**src/hdl/lspc_pkg.sv**
```systemverilog
package lspc_pkg;

  localparam int unsigned DEPTH_DEFAULT = 16;
  localparam int unsigned WORD_W        = 32;

  typedef enum logic [1:0] {
    MODE_PUSH    = 2'd0,
    MODE_POP     = 2'd1,
    MODE_DISPLAY = 2'd2,
    MODE_CHECK   = 2'd3
  } mode_e;

  typedef enum logic [1:0] {
    STAT_OK        = 2'd0,
    STAT_OVERFLOW  = 2'd1,
    STAT_UNDERFLOW = 2'd2,
    STAT_EMPTY     = 2'd3
  } status_e;

  typedef enum logic [2:0] {
    S_IDLE,
    S_POP_RD,
    S_POP_OUT,
    S_DISP_RD,
    S_DISP_OUT,
    S_PAL_RD,
    S_PAL_CMP
  } state_e;

endpackage

```
**src/hdl/lspc_ram.sv**
```systemverilog
module lspc_ram #(
  parameter int unsigned DEPTH = lspc_pkg::DEPTH_DEFAULT,
  localparam int unsigned AW   = $clog2(DEPTH)
) (
  input  logic                              clk_i,
  input  logic                              we_i,
  input  logic [AW-1:0]                     waddr_i,
  input  logic signed [lspc_pkg::WORD_W-1:0] wdata_i,
  input  logic [AW-1:0]                     raddr_a_i,
  input  logic [AW-1:0]                     raddr_b_i,
  output logic signed [lspc_pkg::WORD_W-1:0] rdata_a_o,
  output logic signed [lspc_pkg::WORD_W-1:0] rdata_b_o
);

  logic signed [lspc_pkg::WORD_W-1:0] mem_q [DEPTH];

  // one write port, two registered read ports
  always_ff @(posedge clk_i) begin
    if (we_i) begin
      mem_q[waddr_i] <= wdata_i;
    end
    rdata_a_o <= mem_q[raddr_a_i];
    rdata_b_o <= mem_q[raddr_b_i];
  end

endmodule

```
**src/hdl/lifo_stack_palindrome_check.sv**
```systemverilog
// push, and check of a stack with fewer than two words: result registered at transfer
// pop: index set, registered store read, then output load once the result register is free
// display: index set, registered store read, output load, per word, top word first
// palindrome check: read, then compare each mirrored pair until mismatch or the ends meet
// input ready only in idle with the result register free; one item at a time
// reset (rst_ni low, asynchronous) empties the stack; stored words are not cleared
module lifo_stack_palindrome_check #(
  parameter int unsigned DEPTH = lspc_pkg::DEPTH_DEFAULT
) (
  input  logic                               clk_i,
  input  logic                               rst_ni,
  // input channel
  input  logic                               in_valid_i,
  output logic                               in_ready_o,
  input  logic [1:0]                         mode_i,
  input  logic signed [lspc_pkg::WORD_W-1:0] push_value_i,
  // result channel
  output logic                               out_valid_o,
  input  logic                               out_ready_i,
  output logic [1:0]                         status_o,
  output logic signed [lspc_pkg::WORD_W-1:0] word_out_o,
  output logic                               is_palindrome_o,
  output logic                               last_o
);

  localparam int unsigned AW = $clog2(DEPTH);
  localparam int unsigned CW = $clog2(DEPTH + 1);

  // sequencer state and walk pointers
  lspc_pkg::state_e state_q, state_d;
  logic [CW-1:0]    count_q, count_d;   // number of stored words
  logic [AW-1:0]    a_q, a_d;           // pop/display index, low end of the mirror walk
  logic [AW-1:0]    b_q, b_d;           // high end of the mirror walk

  // result register, parts the sequencer from the output handshake
  logic                               out_valid_q, out_valid_d;
  lspc_pkg::status_e                  status_q, status_d;
  logic signed [lspc_pkg::WORD_W-1:0] word_q, word_d;
  logic                               pal_q, pal_d;
  logic                               last_q, last_d;
  logic                               out_load;
  logic                               out_free;

  // word store
  logic                               we;
  logic signed [lspc_pkg::WORD_W-1:0] rdata_a, rdata_b;

  logic              in_xfer;
  lspc_pkg::mode_e   mode;
  logic              full, empty;
  logic [AW-1:0]     span;              // distance between the walk ends
  logic              pair_eq;           // the one shared comparator

  assign mode     = lspc_pkg::mode_e'(mode_i);
  assign full     = (count_q == CW'(DEPTH));
  assign empty    = (count_q == '0);
  assign out_free = !out_valid_q || out_ready_i;
  assign in_ready_o = (state_q == lspc_pkg::S_IDLE) && out_free;
  assign in_xfer  = in_valid_i && in_ready_o;
  assign span     = b_q - a_q;
  assign pair_eq  = (rdata_a == rdata_b);

  lspc_ram #(
    .DEPTH (DEPTH)
  ) u_ram (
    .clk_i     (clk_i),
    .we_i      (we),
    .waddr_i   (count_q[AW-1:0]),
    .wdata_i   (push_value_i),
    .raddr_a_i (a_q),
    .raddr_b_i (b_q),
    .rdata_a_o (rdata_a),
    .rdata_b_o (rdata_b)
  );

  // next state and result loading
  always_comb begin
    state_d  = state_q;
    count_d  = count_q;
    a_d      = a_q;
    b_d      = b_q;
    we       = 1'b0;
    out_load = 1'b0;
    status_d = lspc_pkg::STAT_OK;
    word_d   = '0;
    pal_d    = 1'b0;
    last_d   = 1'b1;

    unique case (state_q)
      lspc_pkg::S_IDLE: begin
        if (in_xfer) begin
          unique case (mode)
            lspc_pkg::MODE_PUSH: begin
              out_load = 1'b1;
              if (full) begin
                status_d = lspc_pkg::STAT_OVERFLOW;
              end else begin
                we      = 1'b1;
                count_d = count_q + CW'(1);
              end
            end
            lspc_pkg::MODE_POP: begin
              if (empty) begin
                out_load = 1'b1;
                status_d = lspc_pkg::STAT_UNDERFLOW;
              end else begin
                count_d = count_q - CW'(1);
                a_d     = AW'(count_q - CW'(1));
                state_d = lspc_pkg::S_POP_RD;
              end
            end
            lspc_pkg::MODE_DISPLAY: begin
              if (empty) begin
                out_load = 1'b1;
                status_d = lspc_pkg::STAT_EMPTY;
              end else begin
                a_d     = AW'(count_q - CW'(1));
                state_d = lspc_pkg::S_DISP_RD;
              end
            end
            lspc_pkg::MODE_CHECK: begin
              // zero or one word is trivially symmetric
              if (count_q < CW'(2)) begin
                out_load = 1'b1;
                pal_d    = 1'b1;
              end else begin
                a_d     = '0;
                b_d     = AW'(count_q - CW'(1));
                state_d = lspc_pkg::S_PAL_RD;
              end
            end
            default: ;
          endcase
        end
      end
      lspc_pkg::S_POP_RD: begin
        state_d = lspc_pkg::S_POP_OUT;
      end
      lspc_pkg::S_POP_OUT: begin
        if (out_free) begin
          out_load = 1'b1;
          word_d   = rdata_a;
          state_d  = lspc_pkg::S_IDLE;
        end
      end
      lspc_pkg::S_DISP_RD: begin
        state_d = lspc_pkg::S_DISP_OUT;
      end
      lspc_pkg::S_DISP_OUT: begin
        if (out_free) begin
          out_load = 1'b1;
          word_d   = rdata_a;
          last_d   = (a_q == '0);
          if (a_q == '0) begin
            state_d = lspc_pkg::S_IDLE;
          end else begin
            a_d     = a_q - AW'(1);
            state_d = lspc_pkg::S_DISP_RD;
          end
        end
      end
      lspc_pkg::S_PAL_RD: begin
        state_d = lspc_pkg::S_PAL_CMP;
      end
      lspc_pkg::S_PAL_CMP: begin
        if (!pair_eq) begin
          if (out_free) begin
            out_load = 1'b1;
            state_d  = lspc_pkg::S_IDLE;
          end
        end else if ((AW + 1)'(span) <= (AW + 1)'(2)) begin
          // the ends meet or cross on the next step
          if (out_free) begin
            out_load = 1'b1;
            pal_d    = 1'b1;
            state_d  = lspc_pkg::S_IDLE;
          end
        end else begin
          a_d     = a_q + AW'(1);
          b_d     = b_q - AW'(1);
          state_d = lspc_pkg::S_PAL_RD;
        end
      end
      default: state_d = lspc_pkg::S_IDLE;
    endcase

    out_valid_d = out_load ? 1'b1 : (out_valid_q && !out_ready_i);
  end

  always_ff @(posedge clk_i or negedge rst_ni) begin
    if (!rst_ni) begin
      state_q     <= lspc_pkg::S_IDLE;
      count_q     <= '0;
      out_valid_q <= 1'b0;
    end else begin
      state_q     <= state_d;
      count_q     <= count_d;
      out_valid_q <= out_valid_d;
    end
  end

  // payload registers, no reset
  always_ff @(posedge clk_i) begin
    a_q <= a_d;
    b_q <= b_d;
    if (out_load) begin
      status_q <= status_d;
      word_q   <= word_d;
      pal_q    <= pal_d;
      last_q   <= last_d;
    end
  end

  assign out_valid_o     = out_valid_q;
  assign status_o        = status_q;
  assign word_out_o      = word_q;
  assign is_palindrome_o = pal_q;
  assign last_o          = last_q;

  // fill count stays within the store
  assert property (@(posedge clk_i) disable iff (!rst_ni)
    count_q <= CW'(DEPTH))
    else $error("fill count beyond depth");

  // a result is never loaded over one that is still waiting
  assert property (@(posedge clk_i) disable iff (!rst_ni)
    out_load |-> out_free)
    else $error("result register overwritten");

  // push into a non-full stack grows it by one
  assert property (@(posedge clk_i) disable iff (!rst_ni)
    (in_xfer && mode == lspc_pkg::MODE_PUSH && !full) |=>
      count_q == $past(count_q) + CW'(1))
    else $error("push did not grow the stack");

  // the mirror walk ends never meet or cross while comparing
  assert property (@(posedge clk_i) disable iff (!rst_ni)
    (state_q == lspc_pkg::S_PAL_CMP) |-> (a_q < b_q))
    else $error("mirror walk ends crossed");

endmodule
```
**config.mk**
```make
export PLATFORM = sky130hd
export DESIGN_NAME = lifo_stack_palindrome_check
export DESIGN_NICKNAME = d
export VERILOG_FILES = /design/src/hdl/lspc_pkg.sv /design/src/hdl/lspc_ram.sv /design/src/hdl/lifo_stack_palindrome_check.sv
export SDC_FILE = /design/constraint.sdc
export NUM_CORES = 1
export LEC_CHECK = 0
export BUFFER_PORTS_ARGS = -buffer_cell sky130_fd_sc_hd__buf_4
export CORE_MARGIN = 1
export CORE_UTILIZATION = 35
export DETAILED_ROUTE_END_ITERATION = 6
export PLACE_DENSITY = 0.59
export RECOVER_POWER = 100
export SLEW_MARGIN = 20
export SYNTH_ARGS = -nofsm -noshare
export SYNTH_HDL_FRONTEND = slang
export SYNTH_SLANG_ARGS = --single-unit
export TNS_END_PERCENT = 10
```
**constraint.sdc**
```tcl
create_clock -name clk_i -period 3.8 [get_ports clk_i]
set_input_delay 0.76 -clock clk_i [delete_from_list [all_inputs] [get_ports clk_i]]
set_output_delay 0.76 -clock clk_i [all_outputs]
set_load 0.01 [all_outputs]
```
==> metrics <==
number of cells upsized or downsized after cts 0; top routing layer in use met5; hold path cells 1; maximum resistive drop on vdd 0.578 mV; Die Y-Extent 283 um; Synth Register Bits 629; cell count after synthesis 1280; Max Cap Viol 2; Final TNS setup 0 ps; CP required 4010 ps; Core ar. 77700 um2; total inserted antenna cells 0; number of core rows 102; Mapped Nets 1336; run status complete, but fails checks; DRC violations left 0; first-pass GRT wire length 101 mm; shortest period the worst path allows 3430 ps; data arrival time of the worst path 3640 ps; CTS Sinks 629; number of antenna violations at the first check in global routing 3; slowest stage cell, crit path sky130_fd_sc_hd__clkbuf_1; violations in the final reports capacitance limit, slew limit; share of synthesized registers carrying an async set or reset 0.0143; transition at the pin with the smallest max-transition slack 2370 ps; library cell occupying the most area in the post-synthesis netlist sky130_fd_sc_hd__edfxtp_1; crit start category flop; highest cell delay on the worst timing path 980 ps; detailed-routing iteration count for the pre-antenna-repair pass 6; count of cells along the worst register-to-register path 5; portion of the clock cycle consumed by the worst path in the final layout 0.903; clock buffer depth 3; final setup violation count 0; global placer's final weighted congestion 0.758; violation count after the first detailed-route iteration 1305; cell types occupying the most area after synthesis sky130_fd_sc_hd__edfxtp_1, sky130_fd_sc_hd__mux4_2, sky130_fd_sc_hd__dfxtp_1; clock slew at the register clock pins of the worst setup and hold paths 60 ps; critical register-to-register path endpoint u_ram.mem_q[0][0]$_DFFE_PP_; post-layout utilization of the core 0.405; cts bufs inserted 71; Clock Latency Late Sink 610 ps; count of flip-flops with a built-in enable after synthesis 556; wire length per cell 28.1 um; Worst Setup SP count_q[0]$_DFFE_PN0P_; all-layer global routing usage 0.179; Synth warnings 0; count of pins on the block boundary 76; Area Overhead vs Synth 14.1%; cell area after synthesis 27600 um2; Post-CTS Setup Inserts 0; timing-limited maximum frequency 291 MHz; count of H-tree levels built during CTS 3; Reg2Reg Setup Slack 370 ps; Vias 13900; vias per inst 5.61; via count of the first global-routing pass 14700; Fin. Hold Viols 0; Routed met1 length 29.2 mm; max_slew headroom -0.582; part of the Yosys area used for sequential elements 0.659; pins over their slew limit 163; most frequently used cell type in the post-synthesis netlist sky130_fd_sc_hd__edfxtp_1; WL met2 34.5 mm; met3 routed wirelength 4.30 mm; crit path capture type flop; r2r startpoint count_q[0]$_DFFE_PN0P_; IO buf count 75; final HPWL from detailed placement 35.3 mm; min-delay src u_ram.rdata_a_o[27]$_DFF_P_; maximum number of pins on one net before global-route repair 132; Worst Path Buf+Inv 2; Avg Inst Size Synth 21.6 um2; top flip-flop cell by instance count after synthesis sky130_fd_sc_hd__edfxtp_1; remaining number of nets flagged by the antenna check after routing 0; final-layout fill cell count 6822; CTS root buf sky130_fd_sc_hd__clkbuf_16; Post-Route WL 69.5 mm; hold crit path type reg -> reg; layout net count 1431; area share of the leading cell type in the synthesized netlist 0.605; DIE WIDTH 283 um; top fanout value on the critical path 11; Leak 9.79 nW; Fin Clk Skew 23.0 ps; RSZ-0062 raised after global routing no; share of layout cells above drive strength 1 0.330; Initial Util 0.355; Cell Pwr Density 698 nW/um2; TritonCTS clock tree done; top cells by count, synth sky130_fd_sc_hd__edfxtp_1, sky130_fd_sc_hd__mux4_2, sky130_fd_sc_hd__dfxtp_1; Endpoint, Worst Hold word_out_o[27]$_SDFFCE_PN0P_; total congestion overflow 0; number of unique standard cell types used by synthesis 48; Critical Path, Cell by Cell inv_1 -> ha_1 -> nor4b_1 -> and3_1 -> clkbuf_1; floorplan die area 80000 um2; Worst path top cell family by delay buffers and inverters; Crit Path Class reg -> reg
## routing by layer
layer	up-vias	GRT usage
li1	5673	-
met1	7602	0.244
met2	481	0.294
met3	100	0.0335
met4	6	0.0495
met5	-	0
## sequential cells by signal, indices dropped and copies added (netlist names)
name,count
a_q,4
b_q,4
count_q,5
is_palindrome_o,1
last_o,1
out_valid_o,1
state_q,3
status_o,2
u_ram.mem_q,512
u_ram.rdata_a_o,32
u_ram.rdata_b_o,32
word_out_o,32
## placed cells by master (no fill, tap or decap), types with 13 or more instances in the layout
cell / n
sky130_fd_sc_hd__nor2_4: 13
sky130_fd_sc_hd__clkbuf_16: 74
sky130_fd_sc_hd__xnor2_1: 42
sky130_fd_sc_hd__edfxtp_1: 556
sky130_fd_sc_hd__nor2_1: 14
sky130_fd_sc_hd__nand2_1: 21
sky130_fd_sc_hd__clkinv_2: 15
sky130_fd_sc_hd__ha_1: 16
sky130_fd_sc_hd__mux4_2: 311
sky130_fd_sc_hd__clkbuf_1: 87
sky130_fd_sc_hd__dfxtp_1: 64
sky130_fd_sc_hd__and2_0: 25
## worst reg2reg max path: stages, from the launching register on
cell,delay (ps)
sky130_fd_sc_hd__dfrtp_1,440
sky130_fd_sc_hd__inv_1,180
sky130_fd_sc_hd__ha_1,340
sky130_fd_sc_hd__nor4b_1,530
sky130_fd_sc_hd__and3_1,550
sky130_fd_sc_hd__clkbuf_1,990
## report_power, final
group | switching [W] | internal [W] | leakage [nW]
Clock | 0.00273 | 0.00424 | 1.18
Sequential | 0.000442 | 0.00833 | 5.68
Combinational | 0.00323 | 0.00300 | 2.93
## metrics by stage
step,cells,instance area (um2),setup slack [ps],power (W),hold WS [ps]
after global routing,2469,31500,224,0.0229,581
final,2469,31500,368,0.0220,555
after detailed placement,2341,29600,545,0.0154,543
after CTS,2469,32000,536,0.0224,420
after global placement,2341,29600,583,0.0154,538
after floorplan,1280,27600,122,0.0134,464
## how the worst max path moves through the flow
| stage | end | depth (start not counted) |
|---|---|---|
| 3_5_place_dp | word_out_o[22]$_SDFFCE_PN0P_ | 8 |
| 5_1_grt | u_ram.mem_q[15][19]$_DFFE_PP_ | 6 |
| 3_3_place_gp | word_out_o[15]$_SDFFCE_PN0P_ | 8 |
| 4_1_cts | word_out_o[20]$_SDFFCE_PN0P_ | 8 |
| 6_report | u_ram.mem_q[0][0]$_DFFE_PP_ | 5 |
| 2_1_floorplan | is_palindrome_o$_DFFE_PP_ | 9 |
## cell families (layout without fill, tap and decap cells)
group           after synthesis  in the layout  synth area share
xor+xnor                     47             47            0.0149
compound gates               34             34           0.00811
flops                       629            629             0.659
simple gates                132            132            0.0257
fa+ha+maj                    18             18           0.00870
buf+inv                      97            246            0.0197
mux                         323            323             0.263
## what timing repair did
action / CTS / global route
hold endpoints to repair: 9 / 0
hold buffers: 1 / 0
setup endpoints to repair: 0 / 0
## layout make-up
| type | instances | area [um2] | area share |
|---|---|---|---|
| flip-flops and latches | 629 | 18200 | 0.578 |
| multi-input cells | 554 | 8960 | 0.284 |
| clock buffers | 93 | 1990 | 0.0633 |
| well taps | 1040 | 1300 | 0.0413 |
| repair buffers | 109 | 612 | 0.0194 |
| clock inverters | 34 | 392 | 0.0124 |
| inverters | 10 | 37.5 | 0.00119 |
(Power assumes the default switching activity.)
